## src/rtl/priority_bitmap_scheduler_defines.svh

```systemverilog
// Assertion macros for the scheduler RTL
`ifndef PRIORITY_BITMAP_SCHEDULER_DEFINES_SVH
`define PRIORITY_BITMAP_SCHEDULER_DEFINES_SVH

// Same-cycle implication, checked on clk, off while in reset
`define PBS_ASSERT_IMPL(label, ante, cons, msg) \
    label: assert property (@(posedge clk) disable iff (!rst_n) (ante) |-> (cons)) \
        else $error(msg);

// Next-cycle implication, checked on clk, off while in reset
`define PBS_ASSERT_NEXT(label, ante, cons, msg) \
    label: assert property (@(posedge clk) disable iff (!rst_n) (ante) |=> (cons)) \
        else $error(msg);

`endif

```

## src/rtl/pbs_pkg.sv

```systemverilog
`timescale 1ns / 1ps

package pbs_pkg;

    localparam int TASK_SLOTS_DEF = 64;
    localparam logic [7:0] DEPTH_MAX = 8'hFF;

    typedef enum logic [3:0] {
        CMD_CREATE    = 4'd0,
        CMD_READY     = 4'd1,
        CMD_UNREADY   = 4'd2,
        CMD_INT_ENTER = 4'd3,
        CMD_INT_EXIT  = 4'd4,
        CMD_LOCK      = 4'd5,
        CMD_UNLOCK    = 4'd6,
        CMD_SCHEDULE  = 4'd7,
        CMD_START     = 4'd8
    } pbs_cmd_t;

    typedef enum logic [1:0] {
        KIND_TASK  = 2'd0,
        KIND_INT   = 2'd1,
        KIND_START = 2'd2
    } pbs_kind_t;

    typedef struct packed {
        logic [3:0] cmd;
        logic [5:0] prio;
    } pbs_in_t;

    typedef struct packed {
        logic        switch_now;
        logic [1:0]  switch_kind;
        logic [5:0]  next_prio;
        logic        status;
        logic [7:0]  int_depth;
        logic [7:0]  lock_depth;
        logic [31:0] switch_total;
    } pbs_out_t;

    // Ready-map update ordered by the control unit
    typedef struct packed {
        logic       set;
        logic       clr;
        logic [5:0] prio;
    } pbs_map_upd_t;

    // Control state visible to the top level
    typedef struct packed {
        logic        running;
        logic [7:0]  int_nest;
        logic [7:0]  lock_nest;
        logic [31:0] switch_count;
    } pbs_stat_t;

    // Index of the lowest set bit; 0 for an empty byte
    function automatic logic [2:0] low_bit(input logic [7:0] v);
        logic [2:0] res;
        res = 3'd0;
        for (int i = 7; i >= 0; i--)
        begin
            if (v[i])
            begin
                res = 3'(i);
            end
        end
        return res;
    endfunction

endpackage

```

## src/rtl/priority_bitmap_scheduler.sv

```systemverilog
`timescale 1ns / 1ps
// Ready-list scheduler for 64 priority levels (0 is highest). Each command item
// on the cmd channel yields exactly one result item on the res channel. The block
// takes one command per cycle while cmd_stall is low. An accepted command is held
// in the input register; its result is loaded into the result register when the
// staged item advances, which a stalled result can hold off. The ready-map
// encode, the nesting/switch logic and the ready-map update are done
// combinationally between the input register and the result register. A stalled
// result holds the pipeline; commands are refused only while both registers are
// full and the result is stalled.

`include "priority_bitmap_scheduler_defines.svh"

module priority_bitmap_scheduler
    import pbs_pkg::*;
#(
    parameter int TASK_SLOTS = TASK_SLOTS_DEF
)
(
    input  logic     clk,
    input  logic     rst_n,
    input  logic     cmd_valid,
    output logic     cmd_stall,
    input  pbs_in_t  cmd_item,
    output logic     res_valid,
    input  logic     res_stall,
    output pbs_out_t res_item
);

    logic         stage_valid_reg;
    pbs_in_t      stage_item_reg;
    logic         res_valid_reg;
    pbs_out_t     res_item_reg;
    logic         adv;
    logic         accept;
    logic [5:0]   highest;
    pbs_map_upd_t upd;
    pbs_out_t     result;
    pbs_stat_t    stat;
    logic         res_sw;
    logic [1:0]   res_kind;
    logic         nested;
    logic [31:0]  sw_cnt;

    // Advance the staged item when the result register is free or draining
    assign adv       = stage_valid_reg && (!res_valid_reg || !res_stall);
    assign cmd_stall = stage_valid_reg && !adv;
    assign accept    = cmd_valid && !cmd_stall;

    pbs_ready_map u_map (
        .clk     (clk),
        .rst_n   (rst_n),
        .en      (adv),
        .upd     (upd),
        .highest (highest)
    );

    pbs_ctrl #(
        .TASK_SLOTS (TASK_SLOTS)
    ) u_ctrl (
        .clk     (clk),
        .rst_n   (rst_n),
        .en      (adv),
        .item    (stage_item_reg),
        .highest (highest),
        .upd     (upd),
        .result  (result),
        .stat    (stat)
    );

    always_ff @(posedge clk or negedge rst_n)
    begin
        if (!rst_n)
        begin
            stage_valid_reg <= 1'b0;
            res_valid_reg   <= 1'b0;
        end
        else
        begin
            if (accept)
            begin
                stage_valid_reg <= 1'b1;
            end
            else if (adv)
            begin
                stage_valid_reg <= 1'b0;
            end

            if (adv)
            begin
                res_valid_reg <= 1'b1;
            end
            else if (!res_stall)
            begin
                res_valid_reg <= 1'b0;
            end
        end
    end

    always_ff @(posedge clk)
    begin
        if (accept)
        begin
            stage_item_reg <= cmd_item;
        end
        if (adv)
        begin
            res_item_reg <= result;
        end
    end

    assign res_valid = res_valid_reg;
    assign res_item  = res_item_reg;

    assign res_sw   = res_item.switch_now;
    assign res_kind = res_item.switch_kind;
    assign nested   = (stat.int_nest != 8'd0) || (stat.lock_nest != 8'd0);
    assign sw_cnt   = stat.switch_count;

    `PBS_ASSERT_IMPL(a_kind_no_switch, res_valid && !res_sw, res_kind == KIND_TASK, "stray kind")
    `PBS_ASSERT_IMPL(a_nest_running, nested, stat.running, "nesting before start")
    `PBS_ASSERT_NEXT(a_count_step, 1'b1, sw_cnt - $past(sw_cnt) <= 32'd1, "count jumped")
    `PBS_ASSERT_IMPL(a_stall_when_full, cmd_stall, res_valid && res_stall, "stall with room")

endmodule

```

## src/rtl/pbs_ready_map.sv

```systemverilog
`timescale 1ns / 1ps

module pbs_ready_map
    import pbs_pkg::*;
(
    input  logic         clk,
    input  logic         rst_n,
    input  logic         en,
    input  pbs_map_upd_t upd,
    output logic [5:0]   highest
);

    logic [7:0] group_reg;
    logic [7:0] group_next;
    logic [7:0] rows_reg  [8];
    logic [7:0] rows_next [8];
    logic [2:0] row_low   [8];
    logic [2:0] upd_row;
    logic [7:0] col_bit;
    logic [2:0] grp_low;

    assign upd_row = upd.prio[5:3];
    assign col_bit = 8'd1 << upd.prio[2:0];

    always_comb
    begin
        group_next = group_reg;
        for (int r = 0; r < 8; r++)
        begin
            rows_next[r] = rows_reg[r];
            row_low[r]   = low_bit(rows_reg[r]);
            if (upd_row == 3'(r))
            begin
                if (upd.set)
                begin
                    rows_next[r]  = rows_reg[r] | col_bit;
                    group_next[r] = 1'b1;
                end
                else if (upd.clr)
                begin
                    rows_next[r]  = rows_reg[r] & ~col_bit;
                    group_next[r] = group_reg[r] & (rows_next[r] != 8'd0);
                end
            end
        end
    end

    // Two-level encode: lowest ready row, then lowest ready column in it
    assign grp_low = low_bit(group_reg);
    assign highest = {grp_low, row_low[grp_low]};

    always_ff @(posedge clk or negedge rst_n)
    begin
        if (!rst_n)
        begin
            group_reg <= 8'd0;
            for (int r = 0; r < 8; r++)
            begin
                rows_reg[r] <= 8'd0;
            end
        end
        else if (en)
        begin
            group_reg <= group_next;
            for (int r = 0; r < 8; r++)
            begin
                rows_reg[r] <= rows_next[r];
            end
        end
    end

endmodule

```

## src/rtl/pbs_ctrl.sv

```systemverilog
`timescale 1ns / 1ps

module pbs_ctrl
    import pbs_pkg::*;
#(
    parameter int TASK_SLOTS = TASK_SLOTS_DEF
)
(
    input  logic         clk,
    input  logic         rst_n,
    input  logic         en,
    input  pbs_in_t      item,
    input  logic [5:0]   highest,
    output pbs_map_upd_t upd,
    output pbs_out_t     result,
    output pbs_stat_t    stat
);

    localparam int CW = $clog2(TASK_SLOTS + 1);

    logic          running_reg,  running_next;
    logic [7:0]    int_reg,      int_next;
    logic [7:0]    lock_reg,     lock_next;
    logic [5:0]    cur_reg,      cur_next;
    logic [31:0]   cnt_reg,      cnt_next;
    logic [CW-1:0] tasks_reg,    tasks_next;
    logic          try_sw;
    logic          searched;
    logic          sw;
    logic          status;
    pbs_kind_t     kind;

    always_comb
    begin
        running_next = running_reg;
        int_next     = int_reg;
        lock_next    = lock_reg;
        cur_next     = cur_reg;
        cnt_next     = cnt_reg;
        tasks_next   = tasks_reg;
        upd.set      = 1'b0;
        upd.clr      = 1'b0;
        upd.prio     = item.prio;
        try_sw       = 1'b0;
        searched     = 1'b0;
        sw           = 1'b0;
        status       = 1'b0;
        kind         = KIND_TASK;

        case (item.cmd)
            CMD_CREATE:
            begin
                if (tasks_reg < CW'(TASK_SLOTS))
                begin
                    tasks_next = tasks_reg + CW'(1);
                    upd.set    = 1'b1;
                end
                else
                begin
                    status = 1'b1;
                end
            end
            CMD_READY:
            begin
                upd.set = 1'b1;
            end
            CMD_UNREADY:
            begin
                upd.clr = 1'b1;
            end
            CMD_INT_ENTER:
            begin
                if (running_reg && int_reg != DEPTH_MAX)
                begin
                    int_next = int_reg + 8'd1;
                end
            end
            CMD_INT_EXIT:
            begin
                if (running_reg)
                begin
                    if (int_reg != 8'd0)
                    begin
                        int_next = int_reg - 8'd1;
                    end
                    try_sw = 1'b1;
                    kind   = KIND_INT;
                end
            end
            CMD_LOCK:
            begin
                if (running_reg && lock_reg != DEPTH_MAX)
                begin
                    lock_next = lock_reg + 8'd1;
                end
            end
            CMD_UNLOCK:
            begin
                if (running_reg && lock_reg != 8'd0)
                begin
                    lock_next = lock_reg - 8'd1;
                    try_sw    = 1'b1;
                end
            end
            CMD_SCHEDULE:
            begin
                try_sw = 1'b1;
            end
            CMD_START:
            begin
                if (!running_reg)
                begin
                    searched     = 1'b1;
                    cur_next     = highest;
                    running_next = 1'b1;
                    sw           = 1'b1;
                    kind         = KIND_START;
                end
            end
            default:
            begin
            end
        endcase

        // Search only with both nesting depths at zero after the command
        if (try_sw && int_next == 8'd0 && lock_next == 8'd0)
        begin
            searched = 1'b1;
            if (highest != cur_reg)
            begin
                sw       = 1'b1;
                cur_next = highest;
                cnt_next = cnt_reg + 32'd1;
            end
        end

        if (!sw)
        begin
            kind = KIND_TASK;
        end

        result.switch_now   = sw;
        result.switch_kind  = kind;
        result.next_prio    = searched ? highest : cur_reg;
        result.status       = status;
        result.int_depth    = int_next;
        result.lock_depth   = lock_next;
        result.switch_total = cnt_next;
    end

    assign stat.running      = running_reg;
    assign stat.int_nest     = int_reg;
    assign stat.lock_nest    = lock_reg;
    assign stat.switch_count = cnt_reg;

    always_ff @(posedge clk or negedge rst_n)
    begin
        if (!rst_n)
        begin
            running_reg <= 1'b0;
            int_reg     <= 8'd0;
            lock_reg    <= 8'd0;
            cur_reg     <= 6'd0;
            cnt_reg     <= 32'd0;
            tasks_reg   <= '0;
        end
        else if (en)
        begin
            running_reg <= running_next;
            int_reg     <= int_next;
            lock_reg    <= lock_next;
            cur_reg     <= cur_next;
            cnt_reg     <= cnt_next;
            tasks_reg   <= tasks_next;
        end
    end

endmodule

```

## config.mk

```make
export PLATFORM = sky130hd
export DESIGN_NAME = priority_bitmap_scheduler
export DESIGN_NICKNAME = d
export VERILOG_FILES = /design/src/rtl/pbs_pkg.sv /design/src/rtl/priority_bitmap_scheduler.sv /design/src/rtl/pbs_ready_map.sv /design/src/rtl/pbs_ctrl.sv
export VERILOG_INCLUDE_DIRS = /design/src /design/src/rtl
export SDC_FILE = /design/constraint.sdc
export NUM_CORES = 1
export LEC_CHECK = 0
export BUFFER_PORTS_ARGS = -buffer_cell sky130_fd_sc_hd__buf_2
export CORE_ASPECT_RATIO = 1.1
export CORE_UTILIZATION = 50
export DETAILED_ROUTE_END_ITERATION = 8
export PLACE_DENSITY = 0.7
export SLEW_MARGIN = 20
export SYNTH_ARGS = -nofsm -noshare
export SYNTH_HDL_FRONTEND = slang
export SYNTH_HIERARCHICAL = 1
export SYNTH_SLANG_ARGS = --single-unit
```

## constraint.sdc

```tcl
create_clock -name clk -period 6.95 [get_ports clk]
set_input_delay 1.39 -clock clk [delete_from_list [all_inputs] [get_ports clk]]
set_output_delay 1.39 -clock clk [all_outputs]
set_load 0.05 [all_outputs]
```

---- Yosys cells after proc, flatten, opt, wreduce, memory -nomap -nowiden ----
Cells that the tools add are included.
storage, ports and cells
  bits in registers ....................... 204
  input bits .............................. 14
  output and inout port bits .............. 60
  word-level logic and storage cells ...... 266
operators by class
  $add $sub $neg .......................... 6
  order comparisons ....................... 2
  equal/unequal tests ..................... 19
  shift-type cells ........................ 1
  mux-type cells .......................... 140
  bitwise gates (word level) .............. 26
  reductions and logical operators ........ 39
operator list
  operator                                              number
  two-way mux 3 bit                                     74
  two-way mux 8 bit                                     21
  nonzero test 8 bit                                    10
  AND 8 bit                                             8
  two-way mux 32 bit                                    2
  bitwise OR 8 bit                                      8
  adder 32 x 1 -> 32 bit (second input constant)        1
  case mux 8 bit (2 select lines)                       2
  two-way mux 1 bit                                     31
  two-way mux 6 bit                                     5
  AND reduction 3 bit                                   9
  adder 8 x 1 -> 8 bit (second input constant)          2
  equality test 4 x 3 -> 1 bit (second input constant)  4
  zero test 8 bit                                       2
  inequality test 8 bit (second input constant)         2
  subtractor 8 x 1 -> 8 bit (second input constant)     2
  equality test 3 bit (second input constant)           4
  binary-select mux 3 bit (select 3 bit)                1
  AND 1 bit                                             8
  equality test 4 x 2 -> 1 bit (second input constant)  2
  logical AND 1 bit                                     8
  NOT 8 bit                                             1
  << shifter 1 x 3 -> 8 bit (first input constant)      1
  adder 7 x 1 -> 7 bit (second input constant)          1
  other kinds (19)                                      24

---- Depth between registers and ports, before layout ----
  depth in word-level cells ............... 16
  gate-level depth with buffers ........... 18
  mapped depth without buffers ............ 16

---- Hierarchy ----
The synthesis kept the hierarchy.
by module, submodules not included
  module                     instances  cells an instance  area an instance (sq um)  sequential area each (sq um)
  pbs_ctrl                   1          526                4,855.9                   1,551.5
  pbs_ready_map              1          447                4,234.1                   1,801.7
  priority_bitmap_scheduler  1          77                 2,142.1                   2,092.0

---- Worst setup path before layout ----
Ideal clock, no wire load.
  path type ............................... input to register
  start ................................... input res_stall
  end ..................................... register u_ctrl.tasks_reg[5]
  arrival time ............................ 7.808 ns
  slack ................................... -0.980 ns
  cell stages on the path ................. 7
  path buffers ............................ 1
  cells stage by stage .................... a21boi_0 -> inv_1 -> clkbuf_1 -> nor3_1 -> and3_1 -> nand4_1 -> xnor2_1
between the ends
  cells in the longest elaborated chain, start to end .. 4
RTL lines
  what                           line                             RTL
  start, declared                priority_bitmap_scheduler.sv:26  input logic res_stall,
  zero test 1 bit                n/a
  logical OR 1 bit               priority_bitmap_scheduler.sv:46  assign adv = stage_valid_reg && (!res_valid_reg || !res_stall);
  logical AND 1 bit              priority_bitmap_scheduler.sv:46
  AND reduction 3 bit (no line)  n/a
  end signal, assigned           pbs_ctrl.sv:174                  tasks_reg <= tasks_next;
  end, declared                  pbs_ctrl.sv:26                   logic [CW-1:0] tasks_reg, tasks_next;
No other way between the ends.
A chain may end at the register's enable or synchronous reset.

---- Final worst setup path ----
  start ................................... register u_map.group_reg[4]
  end ..................................... register u_ctrl.cnt_reg[20]
between the ends
  cells in the longest elaborated chain, start to end .. 12
RTL lines
  what                                                  line                             RTL
  start, declared                                       pbs_ready_map.sv:13              logic [7:0] group_reg;
  start signal, assigned                                pbs_ready_map.sv:64              group_reg <= group_next;
  two-way mux 3 bit (5 in a row)                        pbs_pkg.sv:62                    if (v[i])
  NOT 3 -> 4 bit (implied by the code)                  pbs_ready_map.sv:50              assign highest = {grp_low, row_low[grp_low]};
  binary-select mux 3 bit (select 3 bit)                pbs_ready_map.sv:50
  two-way mux 3 bit (implied by the code) (2 in a row)  pbs_ready_map.sv:50
  via highest[2]                                        priority_bitmap_scheduler.sv:36  logic [5:0] highest;
  inequality test 6 bit                                 pbs_ctrl.sv:129                  if (highest != cur_reg)
  two-way mux 32 bit                                    pbs_ctrl.sv:129
  two-way mux 32 bit                                    pbs_ctrl.sv:126                  if (try_sw && int_next == 8'd0 && lock_next == 8'd0)
  end signal, assigned                                  pbs_ctrl.sv:173                  cnt_reg <= cnt_next;
  end, declared                                         pbs_ctrl.sv:25                   logic [31:0] cnt_reg, cnt_next;
The timed path passes the listed nets, and every way through them passes these cells. The select of a mux whose other input is x is not followed.

==> impl_results.md <==
* Final cell count without fillers at 1397
* Via count at 8327
* Final Instance Area at 12420 sq um
* Power Dens Cells at 284.9 nW/um^2
* Hold Slack at 0.4685 ns
* Register share of total power at 42.8%
* Register area at 5445 sq um
* Worst R2R Setup Slack at 2.24 ns
* First drt pass iteration count at 7
* FMAX at 0.2121 GHz
* Setup-failing EPs final at 0
* Gr ovfl total at 0
* Mapped Area at 11220 sq um
* Die Wd at 144.9 um
* Synth Net Count at 1071
* Post-CTS Setup Inserts at 0
* DR DRC count at 0
* Die Area at 23050 sq um
* DR vias/cell at 5.961
* Initial antenna violation count at 0
* RSZ-0062 raised after global routing: no
* Crit path buf inv count at 1
* Reg2reg end: u_ctrl/cnt_reg[20]$_DFFE_PN0P_
* Run status: completed
* Commonest non-fill, non-tap cell in the layout: dfrtp_1
* First-pass GRT wire length at 42450 um
* Max-slew violations at 0
* Clock sink count at 204
* DP Area at 11640 sq um
* Hold EP: u_ctrl/tasks_reg[3]$_DFFE_PN0P_
* Cell at the root of the clock tree: clkbuf_16
* Family with the most delay on the worst path: simple AND/OR/NAND/NOR gates
* WP data arrival at 5.16 ns
* # diodes at 0
* Setup CP Type: reg2reg
* Routed Wire Length at 26040 um
* Multi-input logic area at 5305 sq um
* Total Neg Setup Slack at 0 ns
* Hold Path Stages at 1
* Clock group share of total power at 34.4%
* Die H at 159.1 um
* P_leak at 0.005150 uW
* Routed len/inst at 18.64 um
* CTS Hold Buffers Added at 0
* CP Data Required Time at 7.39 ns
* H-tree levels at 1
* Skew-Pair Late Insertion Delay at 0.52 ns
* Starting Density at 50.93%
* Hold Path Origin: u_ctrl/tasks_reg[3]$_DFFE_PN0P_
* Max cap viols at 0
* Minimum clock period at 4.715 ns
* Final HPWL DP at 17260 um
* Total GRT Usage at 23.15%
* Sw Share at 32.86%
* Critical-path top delay cell: o41ai_4
* Worst IR drop on VDD at 204.3 uV
* Num CTS Buffers at 23
* Period utilization at 67.84%
* Resized Gates After CTS at 0
* Fillcell total at 1870
* Area delta synth->final at 10.61%
* Reg2Reg Depth at 15
* Worst-path cell chain: o41ai_4 -> nand4_2 -> o211ai_2 -> a21oi_1 -> a311oi_1 -> xnor2_1 -> nand4_1 -> nor3_1 -> buf_4 -> nand3b_1 -> nor2_1 -> and3_1 -> and2_1 -> nor4b_1 -> xor2_1
* Remaining antenna violation count at 0
* Crit start category: flip-flop
* Logic pwr share at 22.8%
* Initial DRC count at 683
* Placed Instances at 1355
* Max Clock Skew at 0.01983 ns
* Syn. warnings at 6
* Final hold viol count at 0
* Commonest non-fill, non-tap cells in the layout: dfrtp_1 (136), nor2_1 (123), buf_2 (72), xnor2_1 (69)
* # nets final at 1107
* CP endpoint kind: flip-flop
* CP peak stage delay at 0.90 ns
* FP Rows at 57
* Max clock buf depth at 3
* P_int at 2375 uW
* Net switching power figure at 1163 uW
* Vias in the first global route at 8072
* Layout cells sized above 1 at 20.87%
* Core Area at 22040 sq um
* I/O Pins at 74
* CP Max Fanout at 15
* Pin count of the biggest net entering global routing at 86
* Hold Crit Class: reg2reg
* Worst slew margin at 35.06%
* Worst-Margin Slew at 0.9712 ns
* Origin of the critical flop-to-flop path: u_map/group_reg[4]$_DFFE_PN0P_
* Synth Instances at 1049
* Post-synthesis average cell area at 10.70 sq um
* Clock slew at reported path FFs at 0.06 ns
* IO Port Bufs at 73
* CTS tree: done
* GP Congestion at 0.9262
metal layers:
metal	vias up	global-route usage, %	wire length (um)
met5	-	0	0
met4	0	8.278	735
met3	53	2.677	1398
met2	262	37.96	12630
met1	4101	31.52	11280
li1	3911	-	-
through the flow:
step                power (uW)  util (%)  setup WS (ns)
floorplan                 2148         -         0.9033
global placement          2322     52.82          2.509
detailed placement        2334     52.82          2.309
CTS                       3566     56.32          2.302
global route              3689     56.34          1.877
finish                    3538     56.34          2.235
how the worst max path moves through the flow:
stage	from	slack, ns	endpoint	cells past startpoint
finish	u_map/group_reg[4]$_DFFE_PN0P_	2.24	u_ctrl/cnt_reg[20]$_DFFE_PN0P_	15
global route	u_map/group_reg[4]$_DFFE_PN0P_	1.88	u_ctrl/cnt_reg[20]$_DFFE_PN0P_	16
CTS	u_map/group_reg[4]$_DFFE_PN0P_	2.30	u_ctrl/cnt_reg[20]$_DFFE_PN0P_	15
detailed placement	u_map/group_reg[4]$_DFFE_PN0P_	2.31	u_ctrl/cnt_reg[20]$_DFFE_PN0P_	16
global placement	u_map/group_reg[4]$_DFFE_PN0P_	2.51	u_ctrl/cnt_reg[20]$_DFFE_PN0P_	16
floorplan	res_stall	0.90	u_ctrl/tasks_reg[5]$_DFFE_PN0P_	7
layout make-up:
class                      count  share of cell area [%]
clock inverter                 4                  0.2922
clock buffer                  38                   5.916
tap                          295                   2.973
multi-input combinational    747                   42.73
inverter                      31                  0.9372
timing repair buffer          78                   3.295
sequential                   204                   43.86
power by group through the flow:
| stage | sequential [uW] | combinational [uW] | clock, uW |
|---|---|---|---|
| after detailed placement | 1540 | 799 | 0 |
| after CTS | 1510 | 803 | 1250 |
| after floorplan | 1600 | 546 | 0 |
| final | 1510 | 806 | 1220 |
| after global placement | 1530 | 791 | 0 |
| after global routing | 1530 | 869 | 1290 |
worst reg2reg max path, cell delays in order, from the launching register on:
cell	delay [ns]
dfrtp_1	0.46
o41ai_4	0.90
nand4_2	0.20
o211ai_2	0.13
a21oi_1	0.09
a311oi_1	0.48
xnor2_1	0.14
nand4_1	0.09
nor3_1	0.05
buf_4	0.17
nand3b_1	0.18
nor2_1	0.52
and3_1	0.51
and2_1	0.25
nor4b_1	0.31
xor2_1	0.17
Note: power is estimated with default switching activity, not from simulation.
